## src/ekfp_pkg.sv

```systemverilog
package ekfp_pkg;

    localparam logic [16:0] COUNT_MAX  = 17'h1FFFF;
    localparam logic [7:0]  KDE_ID     = 8'hDD;
    localparam logic [7:0]  OUI_B0     = 8'h00;
    localparam logic [7:0]  OUI_B1     = 8'h0F;
    localparam logic [7:0]  OUI_B2     = 8'hAC;
    localparam logic [7:0]  KDE_PMKID  = 8'h04;
    localparam logic [7:0]  TYPE_KEY   = 8'd3;
    localparam logic [7:0]  DESC_RSN   = 8'd2;
    localparam logic [7:0]  DESC_WPA   = 8'd254;
    localparam logic [16:0] MIN_LEN    = 17'd99;
    localparam logic [16:0] KD_OFFSET  = 17'd99;

    localparam logic [1:0] WALK_ON    = 2'd0;
    localparam logic [1:0] WALK_FOUND = 2'd1;
    localparam logic [1:0] WALK_END   = 2'd2;

    localparam logic [2:0] MSG_NONE = 3'd0;
    localparam logic [2:0] MSG_M1   = 3'd1;
    localparam logic [2:0] MSG_M2   = 3'd2;
    localparam logic [2:0] MSG_M3   = 3'd3;
    localparam logic [2:0] MSG_M4   = 3'd4;

    typedef struct packed {
        logic        ok;
        logic [2:0]  message;
        logic [7:0]  descriptor;
        logic [15:0] key_info;
        logic [63:0] replay_counter;
        logic [15:0] key_data_length;
        logic        nonce_zero;
        logic        mic_present;
        logic        pmkid_found;
        logic [63:0] pmkid_word;
        logic        word_index;
        logic        last;
    } result_t;

endpackage

```

## src/eapol_key_frame_parser_core.sv

```systemverilog
// EAPOL-Key frame parser.
// Input stream s_axis_*: one payload byte per word, tlast on the final byte.
// Output stream m_axis_*: two words per frame. The first carries the frame
// summary and PMKID bytes 0..7 (tuser 0), the second PMKID bytes 8..15
// (tuser 1) with tlast set.
// Fields are captured as bytes arrive; the walk over the key data elements
// runs one byte per cycle alongside, so every byte but a frame's final one
// is taken in every cycle. The final byte is evaluated in the cycle it is
// accepted; its first result word is valid the next cycle and the second
// word follows once the receiver has taken the first.
// A final byte is held off while any word of the previous frame is still in
// the output register, so with a ready receiver a frame of three or more
// bytes never stalls the input.
// If the receiver stalls, both words stay in the output register; bytes of
// the next frame keep flowing until its final byte, which waits for the
// output register to empty.
// Reset clears all capture state, the byte counter and the output valid.
// The byte counter saturates at 131071; fields are taken only at their
// fixed offsets. After the final byte the state clears for the next frame.
module eapol_key_frame_parser_core
    import ekfp_pkg::*;
(
    input  logic         clk,
    input  logic         rst_n,
    input  logic         s_axis_tvalid,
    output logic         s_axis_tready,
    input  logic [7:0]   s_axis_tdata,  // frame_byte
    input  logic         s_axis_tlast,  // last_byte
    output logic         m_axis_tvalid,
    input  logic         m_axis_tready,
    // ok, message[3:1], descriptor[11:4], key_info[27:12], replay_counter[91:28],
    // key_data_length[107:92], nonce_zero[108], mic_present[109],
    // pmkid_found[110], pmkid_word[174:111], zero fill [175]
    output logic [175:0] m_axis_tdata,
    output logic         m_axis_tuser,  // word_index
    output logic         m_axis_tlast   // last
);

    logic [16:0] count_reg;
    logic [7:0]  type_reg, desc_reg;
    logic [15:0] info_reg, blen_reg, kdlen_reg;
    logic [63:0] replay_reg;
    logic        nz_reg;
    logic [15:0] estart_reg;
    logic [7:0]  eid_reg, elen_reg;
    logic        prefix_reg;
    logic [1:0]  walk_reg;
    logic [63:0] pm0_reg, pm1_reg;
    logic        pmnz_reg;

    // Output: shown word plus the queued second word.
    result_t     out_reg, hold_reg;
    logic        out_valid_reg, hold_valid_reg;

    logic accept;
    logic out_free;
    assign out_free      = !out_valid_reg || m_axis_tready;
    assign s_axis_tready = !s_axis_tlast || !out_valid_reg;
    assign accept        = s_axis_tvalid && s_axis_tready;

    // Walk on relative position.
    logic [16:0] d;
    logic [16:0] rel;
    logic        walk_act;
    assign d        = count_reg - KD_OFFSET;
    assign rel      = d - {1'b0, estart_reg};
    assign walk_act = (count_reg >= KD_OFFSET) && (walk_reg == WALK_ON) &&
                      (d < {1'b0, kdlen_reg}) && (d >= {1'b0, estart_reg});

    logic [17:0] st2, st2b;
    assign st2  = {2'b0, estart_reg} + 18'd2;
    assign st2b = st2 + {10'b0, s_axis_tdata};

    logic [15:0] estart_next;
    logic [7:0]  eid_next, elen_next;
    logic        prefix_next;
    logic [1:0]  walk_next;
    logic [63:0] pm0_next, pm1_next;
    logic        pmnz_next;
    logic [17:0] st2l;
    logic [4:0]  k;
    logic [7:0]  pref_b;
    logic        stop;

    assign st2l = st2 + {10'b0, elen_reg};
    assign k    = rel[4:0] - 5'd6;

    always_comb
    begin
        estart_next = estart_reg;
        eid_next    = eid_reg;
        elen_next   = elen_reg;
        prefix_next = prefix_reg;
        walk_next   = walk_reg;
        pm0_next    = pm0_reg;
        pm1_next    = pm1_reg;
        pmnz_next   = pmnz_reg;
        stop        = 1'b0;
        unique case (rel[1:0])
            2'd2:    pref_b = OUI_B0;
            2'd3:    pref_b = OUI_B1;
            2'd0:    pref_b = OUI_B2;
            default: pref_b = KDE_PMKID;
        endcase
        if (walk_act)
        begin
            if (rel == 17'd0)
            begin
                eid_next    = s_axis_tdata;
                prefix_next = 1'b0;
                if (st2 > {2'b0, kdlen_reg})
                    walk_next = WALK_END;
            end
            else if (rel == 17'd1)
            begin
                elen_next = s_axis_tdata;
                if (st2b > {2'b0, kdlen_reg})
                    walk_next = WALK_END;
                else if (s_axis_tdata == 8'd0)
                begin
                    if (eid_reg == 8'd0)
                        walk_next = WALK_END;
                    else
                        estart_next = st2[15:0];
                end
            end
            else
            begin
                if (rel <= 17'd5)
                begin
                    if (rel == 17'd2)
                        prefix_next = (eid_reg == KDE_ID) && (elen_reg >= 8'd20) &&
                                      (s_axis_tdata == pref_b);
                    else
                        prefix_next = prefix_reg && (s_axis_tdata == pref_b);
                end
                else if (prefix_reg && rel <= 17'd21)
                begin
                    if (k[3])
                        pm1_next = {pm1_reg[55:0], s_axis_tdata};
                    else
                        pm0_next = {pm0_reg[55:0], s_axis_tdata};
                    if (s_axis_tdata != 8'd0)
                        pmnz_next = 1'b1;
                    if (rel == 17'd21)
                    begin
                        walk_next = (pmnz_reg || s_axis_tdata != 8'd0) ? WALK_FOUND : WALK_END;
                        stop      = 1'b1;
                    end
                end
                if (!stop && rel == 17'd1 + {9'b0, elen_reg})
                    estart_next = st2l[15:0];
            end
        end
    end

    // Final byte evaluation, using this byte's capture.
    logic [16:0] len;
    logic [15:0] kdlen_f, info_f;
    logic [7:0]  type_f, desc_f;
    logic [15:0] blen_f;
    logic        nz_f;
    logic [63:0] replay_f;
    logic [1:0]  walk_f;
    logic [17:0] implied;
    logic        ok;
    logic [2:0]  msg;
    logic        found;
    result_t     r0, r1;

    always_comb
    begin
        type_f   = (count_reg == 17'd1) ? s_axis_tdata : type_reg;
        blen_f   = (count_reg == 17'd2 || count_reg == 17'd3) ?
                   {blen_reg[7:0], s_axis_tdata} : blen_reg;
        desc_f   = (count_reg == 17'd4) ? s_axis_tdata : desc_reg;
        info_f   = (count_reg == 17'd5 || count_reg == 17'd6) ?
                   {info_reg[7:0], s_axis_tdata} : info_reg;
        replay_f = (count_reg >= 17'd9 && count_reg <= 17'd16) ?
                   {replay_reg[55:0], s_axis_tdata} : replay_reg;
        nz_f     = nz_reg || ((count_reg >= 17'd17 && count_reg <= 17'd48) &&
                   s_axis_tdata != 8'd0);
        kdlen_f  = (count_reg == 17'd97 || count_reg == 17'd98) ?
                   {kdlen_reg[7:0], s_axis_tdata} : kdlen_reg;
        walk_f   = walk_next;
        len      = (count_reg == COUNT_MAX) ? count_reg : count_reg + 17'd1;
        implied  = {1'b0, KD_OFFSET} + {2'b0, kdlen_f};
        ok = (len >= MIN_LEN) && (type_f == TYPE_KEY) &&
             (desc_f == DESC_RSN || desc_f == DESC_WPA) && (implied <= {1'b0, len}) &&
             !(blen_f != 16'd0 && ({2'b0, blen_f} + 18'd4) != implied);
        msg = MSG_NONE;
        if (ok && info_f[3] && !info_f[11])
        begin
            if (info_f[7] && !info_f[8])
                msg = MSG_M1;
            else if (info_f[7] && info_f[8])
                msg = MSG_M3;
            else if (info_f[8])
                msg = (!info_f[9] && kdlen_f != 16'd0) ? MSG_M2 : MSG_M4;
        end
        found = ok && msg == MSG_M1 && !info_f[12] && kdlen_f != 16'd0 &&
                walk_f == WALK_FOUND;
        r0 = '0;
        r1 = '0;
        if (ok)
        begin
            r0.ok              = 1'b1;
            r0.message         = msg;
            r0.descriptor      = desc_f;
            r0.key_info        = info_f;
            r0.replay_counter  = replay_f;
            r0.key_data_length = kdlen_f;
            r0.nonce_zero      = !nz_f;
            r0.mic_present     = info_f[8];
        end
        if (found)
        begin
            r0.pmkid_found = 1'b1;
            r0.pmkid_word  = pm0_next;
            r1.pmkid_found = 1'b1;
            r1.pmkid_word  = pm1_next;
        end
        r1.word_index = 1'b1;
        r1.last       = 1'b1;
    end

    // A final byte is only accepted while the output register is empty.
    logic take;
    assign take = accept && s_axis_tlast;

    always_ff @(posedge clk or negedge rst_n)
    begin
        if (!rst_n)
        begin
            count_reg  <= '0;
            type_reg   <= '0;
            desc_reg   <= '0;
            info_reg   <= '0;
            blen_reg   <= '0;
            replay_reg <= '0;
            kdlen_reg  <= '0;
            nz_reg     <= 1'b0;
            estart_reg <= '0;
            eid_reg    <= '0;
            elen_reg   <= '0;
            prefix_reg <= 1'b0;
            walk_reg   <= WALK_ON;
            pm0_reg    <= '0;
            pm1_reg    <= '0;
            pmnz_reg   <= 1'b0;
        end
        else if (accept)
        begin
            if (s_axis_tlast)
            begin
                count_reg  <= '0;
                type_reg   <= '0;
                desc_reg   <= '0;
                info_reg   <= '0;
                blen_reg   <= '0;
                replay_reg <= '0;
                kdlen_reg  <= '0;
                nz_reg     <= 1'b0;
                estart_reg <= '0;
                eid_reg    <= '0;
                elen_reg   <= '0;
                prefix_reg <= 1'b0;
                walk_reg   <= WALK_ON;
                pm0_reg    <= '0;
                pm1_reg    <= '0;
                pmnz_reg   <= 1'b0;
            end
            else
            begin
                if (count_reg != COUNT_MAX)
                    count_reg <= count_reg + 17'd1;
                type_reg   <= type_f;
                desc_reg   <= desc_f;
                info_reg   <= info_f;
                blen_reg   <= blen_f;
                replay_reg <= replay_f;
                kdlen_reg  <= kdlen_f;
                nz_reg     <= nz_f;
                estart_reg <= estart_next;
                eid_reg    <= eid_next;
                elen_reg   <= elen_next;
                prefix_reg <= prefix_next;
                walk_reg   <= walk_next;
                pm0_reg    <= pm0_next;
                pm1_reg    <= pm1_next;
                pmnz_reg   <= pmnz_next;
            end
        end
    end

    // Output queue: out_reg shown, hold_reg behind it (at most two words).
    always_ff @(posedge clk or negedge rst_n)
    begin
        if (!rst_n)
        begin
            out_valid_reg  <= 1'b0;
            hold_valid_reg <= 1'b0;
        end
        else if (take)
        begin
            out_valid_reg  <= 1'b1;
            hold_valid_reg <= 1'b1;
        end
        else if (out_free)
        begin
            out_valid_reg  <= hold_valid_reg;
            hold_valid_reg <= 1'b0;
        end
    end

    always_ff @(posedge clk)
    begin
        if (take)
        begin
            out_reg  <= r0;
            hold_reg <= r1;
        end
        else if (out_free)
        begin
            out_reg <= hold_reg;
        end
    end

    assign m_axis_tvalid = out_valid_reg;
    assign m_axis_tlast  = out_reg.last;
    assign m_axis_tuser  = out_reg.word_index;
    assign m_axis_tdata  = {1'b0, out_reg.pmkid_word,
                            out_reg.pmkid_found, out_reg.mic_present,
                            out_reg.nonce_zero, out_reg.key_data_length,
                            out_reg.replay_counter, out_reg.key_info,
                            out_reg.descriptor, out_reg.message, out_reg.ok};

    a_hold_needs_out: assert property (@(posedge clk) disable iff (!rst_n)
        hold_valid_reg |-> out_valid_reg)
        else $error("second word queued without a shown word");
    a_final_waits: assert property (@(posedge clk) disable iff (!rst_n)
        (s_axis_tlast && out_valid_reg) |-> !s_axis_tready)
        else $error("final byte accepted while output busy");
    a_first_after_last: assert property (@(posedge clk) disable iff (!rst_n)
        take |=> (m_axis_tvalid && !m_axis_tlast && !m_axis_tuser))
        else $error("first word of frame not shown");
    a_second_is_last: assert property (@(posedge clk) disable iff (!rst_n)
        (m_axis_tvalid && m_axis_tuser) |-> m_axis_tlast)
        else $error("second word without last mark");
    a_walk_code: assert property (@(posedge clk) disable iff (!rst_n)
        (walk_reg == WALK_ON || walk_reg == WALK_FOUND || walk_reg == WALK_END))
        else $error("bad walk status");

endmodule

```

## config.mk

```make
export PLATFORM = sky130hd
export DESIGN_NAME = eapol_key_frame_parser_core
export DESIGN_NICKNAME = d
export VERILOG_FILES = /design/src/ekfp_pkg.sv /design/src/eapol_key_frame_parser_core.sv
export SDC_FILE = /design/constraint.sdc
export NUM_CORES = 1
export LEC_CHECK = 0
export ABC_CLOCK_PERIOD_IN_PS = 6900
export BUFFER_PORTS_ARGS = -buffer_cell sky130_fd_sc_hd__buf_2
export CORE_ASPECT_RATIO = 0.8
export CORE_MARGIN = 3
export CORE_UTILIZATION = 30
export CTS_BUF_LIST = sky130_fd_sc_hd__clkbuf_16
export DETAILED_ROUTE_END_ITERATION = 10
export MAX_ROUTING_LAYER = met4
export PLACE_DENSITY = 0.5
export SLEW_MARGIN = 20
export SYNTH_ARGS = -nofsm -noshare
export SYNTH_HDL_FRONTEND = slang
export SYNTH_SLANG_ARGS = --single-unit
```

## constraint.sdc

```tcl
create_clock -name clk -period 6.9 [get_ports clk]
set_input_delay 1.035 -clock clk [delete_from_list [all_inputs] [get_ports clk]]
set_output_delay 1.035 -clock clk [all_outputs]
set_load 0.1 [all_outputs]
```

# ---- Word level (Yosys, flattened, before mapping)
# Cells that the tools add are included.
dict set report classes {
  reduce_logical 67
  n_eq_ne 31
  order_cmp 14
  n_addsub 10
  muxes 91
}
# operator n
set ops {}
lappend ops {{$mux W64} 16}
lappend ops {{$mux W177} 2}
lappend ops {{$mux W16} 14}
lappend ops {{$mux W65} 2}
lappend ops {{$mux W110} 1}
lappend ops {{$mux W8} 11}
lappend ops {{$eq A17 B2 Y1 const B} 3}
lappend ops {{$eq A17 B3 Y1 const B} 3}
lappend ops {{$mux W17} 3}
lappend ops {{$eq A17 B1 Y1 const B} 2}
lappend ops {{$eq A17 B7 Y1 const B} 2}
lappend ops {{$ge A17 B7 Y1 const B} 2}
lappend ops {{$le A17 B5 Y1 const B} 2}
lappend ops {{$reduce_bool A16 Y1} 2}
lappend ops {{$logic_and A1 B1 Y1} 27}
lappend ops {{$mux W1} 24}
lappend ops {{$mux W2} 12}
lappend ops {{$pmux W8 S3} 1}
lappend ops {{$add A17 B8 Y18} 1}
lappend ops {{$gt A18 B16 Y1} 1}
lappend ops {{$add A16 B2 Y17 const B} 1}
lappend ops {{$add A16 B3 Y17 const B} 1}
lappend ops {{$add A17 B1 Y17 const B} 1}
lappend ops {{$add A7 B16 Y17 const A} 1}
lappend ops {{41 further kinds} 78}
dict set report word_totals {
  inputBits 13
  ff_bits 553
  out_inout_bits 180
  elab_cells 244
}

# ---- Depth between registers and ports, before layout
dict set report logic_depth {
  ltp_word 18
  ltp_mapped 31
}

# ---- Least setup slack after synthesis
# No wires, ideal clock.
dict set report synth_path {
  path_kind {reg2reg}
  startpoint {reg count_reg[0]}
  endpoint {reg out_reg (netlist bit m_axis_tdata[11]), data pin}
  setup_time_ps 142
  setup_slack_ps 1161
  arrival_ps 5596
  path_stages_with_launch 32
  t_required_ps 6758
  cell_sequence {dfrtp_1 clkbuf_1 inv_1 ha_1 nor2_1 nor3_1 nand2_2 buf_6 clkbuf_1 nor2_1 a21oi_1 ha_1 clkbuf_1 and4b_1 o21a_1 mux2i_1 xnor2_1 inv_1 ha_1 nand4_1 or4_1 nor2_1 a21oi_1 o21ai_0 o2111ai_1 nor4b_2 a41oi_1 nand2b_1 buf_2 buf_6 buf_2 nor2_1}
}
dict set report synth_between {
  elab_chain_len 10
  word_cells_on_any_way 33
  cone_classes {add/sub (3); order compare (2); eq/ne (11); mux (7); reduce/logical (10)}
}
# element line
set synth_lines {}
lappend synth_lines {{start, declared} eapol_key_frame_parser_core.sv:39} ;# logic [16:0] count_reg;
lappend synth_lines {{start signal, assigned} eapol_key_frame_parser_core.sv:276} ;# count_reg <= count_reg + 17'd1;
lappend synth_lines {{branches (longest 8 deep; another with $add A7 B16 Y17)} -}
lappend synth_lines {{$mux W110 *} eapol_key_frame_parser_core.sv:205} ;# if (ok)
lappend synth_lines {{$mux W177 *} eapol_key_frame_parser_core.sv:318} ;# if (take)
lappend synth_lines {{end signal, assigned} eapol_key_frame_parser_core.sv:320} ;# out_reg <= r0;
lappend synth_lines {{end signal, assigned} eapol_key_frame_parser_core.sv:325} ;# out_reg <= hold_reg;
lappend synth_lines {{end, declared} eapol_key_frame_parser_core.sv:52} ;# result_t out_reg, hold_reg;
# Every way passes the cells marked *.
# A chain may end at the register's enable or synchronous reset.

# ---- Worst setup path in the final report
dict set report layout_path {
  startpoint {reg count_reg[0]}
  endpoint {reg out_reg (netlist bit m_axis_tdata[124]), data pin}
}
dict set report layout_between {
  elab_chain_len 18
  word_cells_on_any_way 85
  cone_classes {add/sub (6); order compare (7); eq/ne (17); mux (25); reduce/logical (30)}
}
# element line
set layout_lines {}
lappend layout_lines {{branches (longest 16 deep; another with $sub A17 B7 Y17)} -}
lappend layout_lines {{$mux W65 *} eapol_key_frame_parser_core.sv:216} ;# if (found)
lappend layout_lines {{$mux W177 *} eapol_key_frame_parser_core.sv:318}
# Marked as above.

==> summary.md <==
| Metric | Value |
|---|---|
| Run status | `finished, final reports clean` |
| Startpoint types | `flop` |
| CTS root buffer | `clkbuf_16` |
| Post-CTS Setup Bufs | `0` |
| Area leader, netlist | `dfrtp_1` |
| Antenna-violating nets left | `0` |
| Synth warn | `0` |
| DIE AREA | `107800 sq um` |
| Final hold slack | `474.6 ps` |
| Routability-driven placement congestion ratio | `roughly 0.94` |
| Drt wl/cell | `about 22 um` |
| Clock Skew | `42.06 ps` |
| CTS buffer count | `66` |
| Number of antenna violations at the first check in global routing | `1` |
| CP Max Fanout | `26` |
| Hold Crit Start | `hold_valid_reg` |
| Number of library cell types mapped by synthesis | `95` |
| First-pass GRT wire length | `163500 um` |
| Via count | `25990` |
| Worst EP required | `7320 ps` |
| Worst setup path class | `reg2reg` |
| Final HPWL DP | `72320 um` |
| Pwr Density | `308.8 nW/um^2` |
| Met3 GRT Util | `0.02943` |
| Seq/Total Area, Yosys | `0.4816` |
| Max FFs per register | `approximately 170` |
| Largest net degree at the start of global routing | `~150` |
| Synth Cell Area | `31150 sq um` |
| Fmax | `roughly 160 MHz` |
| Worst-Margin Slew | `1081 ps` |
| Number of global-route vias before repair | `about 25000` |
| Hold WC Path Type | `reg2reg` |
| Relative slew slack | `0.2793` |
| Grt total ovfl | `0` |
| TritonCTS clock tree | `built` |
| # fillers | `10620` |
| Die Height | `approximately 290 um` |
| Met1 Use GR | `0.3016` |
| Hold Fails Final Rpt | `0` |
| Leakage power | `14.53 nW` |
| CTS H-tree depth | `3` |
| Ys flop type | `dfrtp_1` |
| All-Layer GR Usage | `0.2019` |
| Critical path capture point type | `flop` |
| Syn-to-layout area delta | `14.67%` |
| Peak supply drop | `0.1421 mV` |
| Via-to-Cell Ratio | `5.300` |
| IO Pins | `193` |
| DRC errors left | `0` |
| Max Cap Viol | `0` |
| Placed cells | `4782` |
| Synth top area share | `0.2506` |
| Synth area leaders | `dfrtp_1 (25%), edfxtp_1 (23%), nand2_1 (8.0%)` |
| Fin cells | `4903` |
| Initial DRC Count | `about 2700` |
| Final WL | `approximately 110000 um` |
| R2r startpoint | `count_reg[0]` |
| Minimum clock period after layout | `6352 ps` |
| Later-pin clock latency in the skew report | `630 ps` |
| Syn Area/Cell | `~9.3 sq um` |
| Nets | `between 3000 and 4000` |
| Starting Density | `0.3033` |
| Placement Setup Slack | `about 570 ps` |
| Max Root-Sink Buffers | `3` |
| Final worst slack | `547.7 ps` |
| Post-synth EDFFs | `239` |
| Post-CTS Hold Buffers | `0` |
| Crit path from | `count_reg[0]` |
| Post-synthesis cell count | `~3400` |
| Share of layout cells above drive strength 1 | `0.1205` |
| M2 GR Usage | `0.2887` |
| Sum Neg Setup Slack | `0 ps` |
| Synth async-reset ratio | `0.5652` |
| Clock slew at reported path FFs | `roughly 70 ps` |
| Arr. time, crit path | `6770 ps` |
| Number of synthesized register bits | `552` |
| Unrepaired setup endpoints after global routing | `no` |
| Final setup violation count | `0` |
| Pre-antenna DRT Iters | `5` |
| Final cycle utilization of the critical path | `0.9206` |
| Clock sinks | `552` |
| Most crowded layer after global routing | `met1` |
| Std cell rows | `~110` |
| Pins Over Slew Limit | `0` |
| I/O Buffers | `191` |
| Core area | `102700 sq um` |
| Die width | `~370 um` |
-- worst paths after layout --
path	slack, ps	end	cells after the start
max in group asynchronous	4800	pm0_reg[49]	2
worst min-delay path	470	m_axis_tvalid	1
worst min register to register	470	m_axis_tvalid	1
worst max register to register	550	m_axis_tdata[124]	24
min in group asynchronous	500	count_reg[0]	1
worst max-delay path	550	m_axis_tdata[124]	24
-- cells in the mapped netlist (25+ instances only) --
library cell	instances
a21boi_0	68
a21o_1	28
a21oi_1	356
a22o_1	82
buf_2	34
clkbuf_1	170
dfrtp_1	312
edfxtp_1	239
ha_1	114
inv_1	93
mux2i_1	36
nand2_1	663
nand3_1	60
nand4_1	30
nor2_1	126
nor2b_1	79
nor3_1	47
nor4_1	29
o21ai_0	231
o21ai_1	25
o31ai_1	83
xnor2_1	103
xor2_1	44
-- worst max-delay path, cell delays in order (launching register included) --
cell,delay [ps]
dfrtp_1,560
inv_1,180
ha_1,250
nor2_1,330
nor3_2,120
nand2_2,140
a21oi_1,100
ha_1,340
nand4b_1,330
a21oi_1,300
mux2i_1,130
xnor2_1,270
inv_1,110
ha_1,310
nand4_1,120
or4_1,490
nor2_1,100
a21oi_1,50
o21ai_0,110
o2111ai_1,210
nor4b_2,320
a41oi_1,320
nand2b_4,360
buf_4,290
o31ai_1,290
-- per-stage QoR --
stage	total power, mW	utilization	cell area (sq um)
global route	11.61	0.3477	35730
floorplan	6.733	-	31160
CTS	11.11	0.3477	35720
finish	11.03	0.3477	35730
global placement	7.636	0.3274	33640
detailed placement	7.650	0.3274	33640
-- per-layer routing --
metal,vias up,wire length (um)
li1,12210,-
met2,771,45800
met5,-,0
met1,12880,53580
met4,0,1791
met3,120,6423
-- cell type report --
type	instances	area [sq um]	area share
repair buffers	274	1683	0.04711
clock inverters	51	352.8	0.009876
multi-input cells	2470	14850	0.4157
clock buffers	69	1727	0.04833
flip-flops and latches	552	15000	0.4200
well taps	1391	1740	0.04872
diodes	1	2.502	0.00007005
inverters	95	365.4	0.01023
-- cells by family after synthesis --
group / after synthesis / synth area share
and+or+nand+nor: 1157 / 0.1702
AOI/OAI and AO/OA: 1004 / 0.1988
DFF: 552 / 0.4816
buffers and inverters: 331 / 0.04510
xor gates and xnor gates: 147 / 0.04133
adders and majority gates: 117 / 0.04771
muxes: 43 / 0.01510
other: 1 / 0.0001204
-- timing repair --
action,CTS,global route
gates resized for setup,0,1
endpoints found under the setup margin,0,27
hold endpoints to repair,0,0
-- report_power, final --
part | leakage (nW) | internal, mW | switching (mW)
combinational | 6.72 | 1.03 | 2.42
sequential | 6.75 | 3.80 | 0.370
clock | 1.06 | 1.93 | 1.48
total | 14.5 | 6.77 | 4.26
-- layout by cell type, fill, tap and decap left out, drive strengths merged, types with 16 or more instances in the layout --
cell type    n
nor4        30
nand4       30
nor3        51
nand2      664
nor2       127
and3        20
clkinv      29
a21boi      68
nor2b       79
and2        16
edfxtp     239
inv        111
o21ai      257
a211oi      16
mux2i       40
o31ai       88
a22o        82
nand3       61
ha         114
xor2        44
a21o        28
a31oi       20
dfrtp      312
xnor2      103
clkbuf      69
buf        274
a21oi      359
Note: power is estimated with default switching activity, not from simulation.
